`src/rtl/core/apspj_pkg.sv`:
```
`default_nettype none
package apspj_pkg;

  localparam int MAX_NODES_DEF = 32;
  localparam int NODE_FW = 5;
  localparam int NODE_MAX_W = 6;
  localparam int CNT_W = 7;
  localparam int NC_W = 6;
  localparam int WT_W = 16;
  localparam int DIST_W = 32;
  localparam logic [NC_W-1:0] NC_RESET = 6'd32;

  typedef enum logic [1:0] {
    ACT_CLEAR   = 2'd0,
    ACT_ADD     = 2'd1,
    ACT_COMPUTE = 2'd2,
    ACT_READ    = 2'd3
  } action_t;

  typedef enum logic [1:0] {
    ST_OK        = 2'd0,
    ST_RANGE     = 2'd1,
    ST_NO_POT    = 2'd2,
    ST_NOT_READY = 2'd3
  } status_t;

  typedef enum logic [4:0] {
    S_CLR, S_IDLE, S_DEC, S_EMIT, S_C_INIT,
    S_BF_ROW, S_BF_LDU, S_BF_RD, S_BF_WR,
    S_DJ_SRC, S_DJ_LDS, S_DJ_SCAN0, S_DJ_SRD, S_DJ_SCMP, S_DJ_PICK, S_DJ_LDB,
    S_DJ_RRD, S_DJ_RW, S_DJ_RC, S_DJ_ORD, S_DJ_OWR
  } state_t;

  typedef enum logic [4:0] {
    OP_NONE, OP_LATCH, OP_CLR_WR, OP_ADD, OP_READ, OP_EMIT, OP_C_INIT,
    OP_POT_RD, OP_LD_U, OP_BF_RD, OP_BF_WR,
    OP_DJ_INIT, OP_LD_S, OP_SCAN_INIT, OP_WK_RD, OP_SCMP, OP_PICK, OP_LD_B,
    OP_RLX_RD, OP_RLX_W, OP_RLX_C, OP_OUT_RD, OP_OUT_WR
  } op_t;

  typedef struct packed {
    op_t                   op;
    logic [NODE_MAX_W-1:0] a;
    logic [NODE_MAX_W-1:0] b;
  } cmd_t;

  typedef struct packed {
    logic [CNT_W-1:0] last;
    logic             pv_a;
    logic             best_none;
    logic             out_busy;
    action_t          act;
  } sts_t;

  function automatic logic signed [DIST_W+1:0] sx32(input logic signed [DIST_W-1:0] v);
    return {{2{v[DIST_W-1]}}, v};
  endfunction

  function automatic logic signed [DIST_W+1:0] sx16(input logic signed [WT_W-1:0] v);
    return {{(DIST_W+2-WT_W){v[WT_W-1]}}, v};
  endfunction

  function automatic logic signed [DIST_W-1:0] sat32(input logic signed [DIST_W+1:0] v);
    logic signed [DIST_W+1:0] hi;
    logic signed [DIST_W+1:0] lo;
    hi = 34'sh0_7FFF_FFFF;
    lo = -34'sh0_8000_0000;
    if (v > hi) return 32'sh7FFF_FFFF;
    if (v < lo) return 32'sh8000_0000;
    return v[DIST_W-1:0];
  endfunction

endpackage
`default_nettype wire

```
`src/rtl/core/apspj_ctl.sv`:
```
`default_nettype none
module apspj_ctl #(
  parameter int MAX_NODES = apspj_pkg::MAX_NODES_DEF
) (
  input  wire logic          clk,
  input  wire logic          rst_n,
  input  wire logic          in_valid,
  output logic               in_ready,
  output apspj_pkg::cmd_t    cmd,
  input  wire apspj_pkg::sts_t sts
);
  localparam int NW = $clog2(MAX_NODES);

  apspj_pkg::state_t state_r, state_nxt;
  logic [NW-1:0] a_r, a_nxt, b_r, b_nxt, r_r, r_nxt;
  logic clr_item_r, clr_item_nxt;
  logic a_last, b_last, r_last;

  assign a_last = (apspj_pkg::CNT_W'(a_r) == sts.last);
  assign b_last = (apspj_pkg::CNT_W'(b_r) == sts.last);
  assign r_last = (apspj_pkg::CNT_W'(r_r) + apspj_pkg::CNT_W'(1) == sts.last);

  always_ff @(posedge clk) begin
    if (!rst_n) begin
      state_r    <= apspj_pkg::S_CLR;
      a_r        <= '0;
      b_r        <= '0;
      r_r        <= '0;
      clr_item_r <= 1'b0;
    end else begin
      state_r    <= state_nxt;
      a_r        <= a_nxt;
      b_r        <= b_nxt;
      r_r        <= r_nxt;
      clr_item_r <= clr_item_nxt;
    end
  end

  always_comb begin
    state_nxt    = state_r;
    a_nxt        = a_r;
    b_nxt        = b_r;
    r_nxt        = r_r;
    clr_item_nxt = clr_item_r;
    in_ready     = 1'b0;
    cmd.op       = apspj_pkg::OP_NONE;
    cmd.a        = apspj_pkg::NODE_MAX_W'(a_r);
    cmd.b        = apspj_pkg::NODE_MAX_W'(b_r);
    unique case (state_r)
      apspj_pkg::S_CLR: begin
        cmd.op = apspj_pkg::OP_CLR_WR;
        b_nxt  = b_r + NW'(1);
        if (&b_r) begin
          a_nxt = a_r + NW'(1);
          if (&a_r) begin
            state_nxt = clr_item_r ? apspj_pkg::S_EMIT : apspj_pkg::S_IDLE;
          end
        end
      end
      apspj_pkg::S_IDLE: begin
        in_ready = 1'b1;
        if (in_valid) begin
          cmd.op    = apspj_pkg::OP_LATCH;
          state_nxt = apspj_pkg::S_DEC;
        end
      end
      apspj_pkg::S_DEC: begin
        unique case (sts.act)
          apspj_pkg::ACT_CLEAR: begin
            a_nxt        = '0;
            b_nxt        = '0;
            clr_item_nxt = 1'b1;
            state_nxt    = apspj_pkg::S_CLR;
          end
          apspj_pkg::ACT_ADD: begin
            cmd.op    = apspj_pkg::OP_ADD;
            state_nxt = apspj_pkg::S_EMIT;
          end
          apspj_pkg::ACT_READ: begin
            cmd.op    = apspj_pkg::OP_READ;
            state_nxt = apspj_pkg::S_EMIT;
          end
          default: state_nxt = apspj_pkg::S_C_INIT;
        endcase
      end
      apspj_pkg::S_EMIT: begin
        if (!sts.out_busy) begin
          cmd.op    = apspj_pkg::OP_EMIT;
          state_nxt = apspj_pkg::S_IDLE;
        end
      end
      apspj_pkg::S_C_INIT: begin
        cmd.op    = apspj_pkg::OP_C_INIT;
        r_nxt     = '0;
        a_nxt     = '0;
        state_nxt = apspj_pkg::S_BF_ROW;
      end
      apspj_pkg::S_BF_ROW: begin
        if (sts.pv_a) begin
          cmd.op    = apspj_pkg::OP_POT_RD;
          state_nxt = apspj_pkg::S_BF_LDU;
        end else if (!a_last) begin
          a_nxt = a_r + NW'(1);
        end else if (!r_last) begin
          a_nxt = '0;
          r_nxt = r_r + NW'(1);
        end else begin
          a_nxt     = '0;
          state_nxt = apspj_pkg::S_DJ_SRC;
        end
      end
      apspj_pkg::S_BF_LDU: begin
        cmd.op    = apspj_pkg::OP_LD_U;
        b_nxt     = '0;
        state_nxt = apspj_pkg::S_BF_RD;
      end
      apspj_pkg::S_BF_RD: begin
        cmd.op    = apspj_pkg::OP_BF_RD;
        state_nxt = apspj_pkg::S_BF_WR;
      end
      apspj_pkg::S_BF_WR: begin
        cmd.op = apspj_pkg::OP_BF_WR;
        if (!b_last) begin
          b_nxt     = b_r + NW'(1);
          state_nxt = apspj_pkg::S_BF_RD;
        end else if (!a_last) begin
          a_nxt     = a_r + NW'(1);
          state_nxt = apspj_pkg::S_BF_ROW;
        end else if (!r_last) begin
          a_nxt     = '0;
          r_nxt     = r_r + NW'(1);
          state_nxt = apspj_pkg::S_BF_ROW;
        end else begin
          a_nxt     = '0;
          state_nxt = apspj_pkg::S_DJ_SRC;
        end
      end
      apspj_pkg::S_DJ_SRC: begin
        if (sts.pv_a) begin
          cmd.op    = apspj_pkg::OP_DJ_INIT;
          state_nxt = apspj_pkg::S_DJ_LDS;
        end else if (!a_last) begin
          a_nxt = a_r + NW'(1);
        end else begin
          state_nxt = apspj_pkg::S_EMIT;
        end
      end
      apspj_pkg::S_DJ_LDS: begin
        cmd.op    = apspj_pkg::OP_LD_S;
        state_nxt = apspj_pkg::S_DJ_SCAN0;
      end
      apspj_pkg::S_DJ_SCAN0: begin
        cmd.op    = apspj_pkg::OP_SCAN_INIT;
        b_nxt     = '0;
        state_nxt = apspj_pkg::S_DJ_SRD;
      end
      apspj_pkg::S_DJ_SRD: begin
        cmd.op    = apspj_pkg::OP_WK_RD;
        state_nxt = apspj_pkg::S_DJ_SCMP;
      end
      apspj_pkg::S_DJ_SCMP: begin
        cmd.op = apspj_pkg::OP_SCMP;
        if (b_last) begin
          state_nxt = apspj_pkg::S_DJ_PICK;
        end else begin
          b_nxt     = b_r + NW'(1);
          state_nxt = apspj_pkg::S_DJ_SRD;
        end
      end
      apspj_pkg::S_DJ_PICK: begin
        b_nxt = '0;
        if (sts.best_none) begin
          state_nxt = apspj_pkg::S_DJ_ORD;
        end else begin
          cmd.op    = apspj_pkg::OP_PICK;
          state_nxt = apspj_pkg::S_DJ_LDB;
        end
      end
      apspj_pkg::S_DJ_LDB: begin
        cmd.op    = apspj_pkg::OP_LD_B;
        state_nxt = apspj_pkg::S_DJ_RRD;
      end
      apspj_pkg::S_DJ_RRD: begin
        cmd.op    = apspj_pkg::OP_RLX_RD;
        state_nxt = apspj_pkg::S_DJ_RW;
      end
      apspj_pkg::S_DJ_RW: begin
        cmd.op    = apspj_pkg::OP_RLX_W;
        state_nxt = apspj_pkg::S_DJ_RC;
      end
      apspj_pkg::S_DJ_RC: begin
        cmd.op = apspj_pkg::OP_RLX_C;
        if (b_last) begin
          state_nxt = apspj_pkg::S_DJ_SCAN0;
        end else begin
          b_nxt     = b_r + NW'(1);
          state_nxt = apspj_pkg::S_DJ_RRD;
        end
      end
      apspj_pkg::S_DJ_ORD: begin
        cmd.op    = apspj_pkg::OP_OUT_RD;
        state_nxt = apspj_pkg::S_DJ_OWR;
      end
      apspj_pkg::S_DJ_OWR: begin
        cmd.op = apspj_pkg::OP_OUT_WR;
        if (!b_last) begin
          b_nxt     = b_r + NW'(1);
          state_nxt = apspj_pkg::S_DJ_ORD;
        end else if (!a_last) begin
          a_nxt     = a_r + NW'(1);
          state_nxt = apspj_pkg::S_DJ_SRC;
        end else begin
          state_nxt = apspj_pkg::S_EMIT;
        end
      end
      default: state_nxt = apspj_pkg::S_IDLE;
    endcase
  end

endmodule
`default_nettype wire

```
`config.mk`:
```
export PLATFORM = sky130hd
export DESIGN_NAME = apspj_ctl
export DESIGN_NICKNAME = d
export VERILOG_FILES = /design/src/rtl/core/apspj_pkg.sv /design/src/rtl/core/apspj_ctl.sv
export SDC_FILE = /design/constraint.sdc
export NUM_CORES = 1
export LEC_CHECK = 0
export BUFFER_PORTS_ARGS = -buffer_cell sky130_fd_sc_hd__buf_2
export CAP_MARGIN = 0
export CORE_MARGIN = 8
export CORE_UTILIZATION = 55
export CTS_BUF_LIST = sky130_fd_sc_hd__clkbuf_8
export CTS_CLUSTER_SIZE = 24
export DETAILED_ROUTE_END_ITERATION = 16
export PLACE_DENSITY = 0.77
export SYNTH_ARGS = -nofsm -noshare
export SYNTH_HDL_FRONTEND = slang
export SYNTH_SLANG_ARGS = --single-unit
```
`constraint.sdc`:
```
create_clock -name clk -period 3.9 [get_ports clk]
set_clock_uncertainty 0.2 [all_clocks]
set_input_delay 1.17 -clock clk [delete_from_list [all_inputs] [get_ports clk]]
set_output_delay 1.17 -clock clk [all_outputs]
set_load 0.05 [all_outputs]
```
==> out/metrics.csv <==
metric,value,unit
outcome,"complete, no violations",
number of global-route vias before repair,2064,
post-DP HPWL,4760,µm
area delta synth->final,8.91,%
htree depth,1,
Seq cells post-synth,21,
final setup fails,0,
Tot GR Track Use,0.188,
CP Capture Type,output port,
global-route wire length before repair,9940,µm
grt ovf,0,
WHS Path Cells,2,
latest clock arrival within the worst-skew pair,0.26,ns
cts hold-fix bufs,0,
top_reg_cell synth,dfxtp_1,
Synth Cell Area,2250,µm²
WS Path Type,reg -> out,
Startpoint Class,flop,
yosys warns,0,
1st-iter DRT viols,202,
"Min Clock Period, post-route",3.56,ns
MaxCap Viol Count,0,
clock slew at reported path FFs,0.07,ns
Met1 Wirelength,2850,µm
type of the worst min-delay path,reg -> reg,
Clk pwr share,0.323,
slew margin rel.,0.419,
crit path DAT,2.19,ns
post_cts resized,0,
sequential-to-total area share from yosys stat,0.187,
Int Pwr,312,µW
Post-CTS Setup Bufs,0,
fraction of layout cells with a size suffix above 1,0.172,
wire per inst,16.9,µm
Yosys cell types,68,
syn_area_per_cell,7.54,µm²
# nets final,340,
Psw,121,µW
Fmax,0.281,GHz
WL met3,437,µm
clock buffer depth,2,
Ports,33,
Die Y,79.9,µm
largest net degree at the start of global routing,23,
Async SR Flop Fraction,0,
Max Slew Vio Count,0,
sequential power share,0.512,
sw frac,0.279,
num rows,23,
CTS root buffer,clkbuf_8,
CP Data Required Time,2.53,ns
input/output buffers,30,
fin crit share,0.913,
Placer Congestion,0.921,
total CTS buffers,3,
Cell Pwr Density,177,nW/µm²
"Core Util, Final",0.616,
Die W,79.9,µm
ant diodes,0,
Post-DRT Antenna Nets,0,
unrepaired setup endpoints after global routing,false,
Cells after Synth,298,
drt pass-1 iters,5,
Logic pwr share,0.165,
CTS sink cnt,21,
DR WL met2,2810,µm
peak supply drop,0.201,mV
max layer used,met4,
final hold vios,0,
Tightest Pin Transition,0.870,ns
CP max FO,22,
CTS tree,yes,
FF-to-FF path depth,6,
total wire length,6240,µm
Core ar.,3970,µm²
"EDFF count, synth",0,
DIE AREA,6380,µm²
Initial Util,0.566,
TNS Setup,0,ns
Vias,2394,
antenna violations before repair,0,
vias per cell,6.49,
Lkg Pwr,0.996,nW
drc violations,0,
-- synth_stat cells, drive strengths merged (9+ instances only) --
master | number | area, µm²
a21oi | 17 | 85.1
inv | 10 | 37.5
nand3 | 10 | 50.1
nor2 | 28 | 136
o21ai | 11 | 55.1
nor2b | 9 | 56.3
nand2b | 9 | 56.3
nand2 | 29 | 109
dfxtp | 21 | 420
xnor2 | 11 | 104
buf | 14 | 86.3
-- routing by layer --
metal	vias to the layer above	GRT usage
li1	1155	-
met1	1114	0.261
met2	109	0.277
met3	16	0.0293
met4	0	0.0782
met5	-	0
-- state kept, by name, indices dropped and copies added (netlist names) --
signal      count
a_r             5
b_r             5
clr_item_r      1
r_r             5
state_r         5
-- placed cells by master (no fill, tap or decap), types with 3 or more instances in the layout --
| cell | synthesis | routed |
|---|---|---|
| buf_2 | 9 | 30 |
| nor3_1 | 8 | 8 |
| and3_1 | 7 | 7 |
| xor2_1 | 6 | 6 |
| or2_2 | 3 | 3 |
| dfxtp_1 | 21 | 21 |
| nand2_1 | 29 | 29 |
| o311a_1 | 4 | 4 |
| buf_4 | 2 | 5 |
| a21oi_1 | 17 | 17 |
| a222oi_1 | 3 | 3 |
| a21o_1 | 6 | 6 |
| nor2_1 | 25 | 25 |
| nand3_1 | 10 | 10 |
| nor2b_1 | 9 | 9 |
| a211oi_1 | 3 | 3 |
| nand3b_1 | 5 | 5 |
| o221ai_1 | 3 | 3 |
| or4b_1 | 4 | 4 |
| o22ai_1 | 4 | 4 |
| a22o_1 | 8 | 8 |
| a31oi_1 | 5 | 5 |
| o21ai_0 | 11 | 11 |
| ha_1 | 5 | 5 |
| nand2b_1 | 9 | 9 |
| mux2i_1 | 3 | 3 |
| inv_1 | 9 | 10 |
| o211ai_1 | 5 | 5 |
| or3_1 | 4 | 4 |
| xnor2_1 | 10 | 10 |
| a211o_1 | 4 | 4 |
| clkbuf_8 | 0 | 3 |
-- cell type report --
type	count	area [µm²]
clock buffer	3	41.3
multi-input combinational	249	1690
tap	50	62.6
clock inverter	1	3.75
inverter	10	37.5
timing repair buffer	35	188
fill	373	1530
sequential	21	420
-- stage by stage --
step / power, mW / instance area (µm²) / std cells / worst slack [ns] / hold slack, ns
floorplan: 0.279 / 2260 / 299 / 0.148 / 0.238
global placement: 0.296 / 2400 / 365 / 0.496 / 0.278
detailed placement: 0.298 / 2400 / 365 / 0.469 / 0.279
CTS: 0.436 / 2450 / 369 / 0.380 / 0.299
global route: 0.455 / 2450 / 369 / 0.215 / 0.337
finish: 0.433 / 2450 / 369 / 0.341 / 0.298
-- worst max-delay path, cell delays in order, from the launching register on --
cell      delay (ns)
dfxtp_1         0.89
nand2_1         0.22
nor2_1          0.17
a21oi_1         0.07
nor3_1          0.18
nand3b_1        0.13
buf_2           0.26
-- cell families (layout without fill, tap and decap cells) --
kind of cell / after synthesis / in the layout / synth area share
and+or+nand+nor: 129 / 129 / 0.323
AOI/OAI and AO/OA: 92 / 92 / 0.309
buffers and inverters: 29 / 49 / 0.0635
DFF: 21 / 21 / 0.187
xor gates and xnor gates: 17 / 17 / 0.0696
adders and majority gates: 5 / 5 / 0.0279
muxes: 4 / 4 / 0.0184
other: 1 / 2 / 0.00167
-- power by group through the flow --
stage / Combinational (mW) / Clock [mW] / Sequential, mW
2_1_floorplan: 0.0437 / 0 / 0.235
3_3_place_gp: 0.0692 / 0 / 0.227
3_5_place_dp: 0.0706 / 0 / 0.227
4_1_cts: 0.0710 / 0.143 / 0.222
5_1_grt: 0.0764 / 0.156 / 0.223
6_report: 0.0715 / 0.140 / 0.222
-- final timing paths --
| path | start | end | slack [ns] |
|---|---|---|---|
| setup reg to reg | state_r[1] | b_r[3] | 1.12 |
| hold / removal | clr_item_r | clr_item_r | 0.30 |
| setup / recovery | state_r[1] | cmd[12] | 0.34 |
| hold reg to reg | clr_item_r | clr_item_r | 0.30 |
No activity file was read; power rests on OpenSTA's default activity.
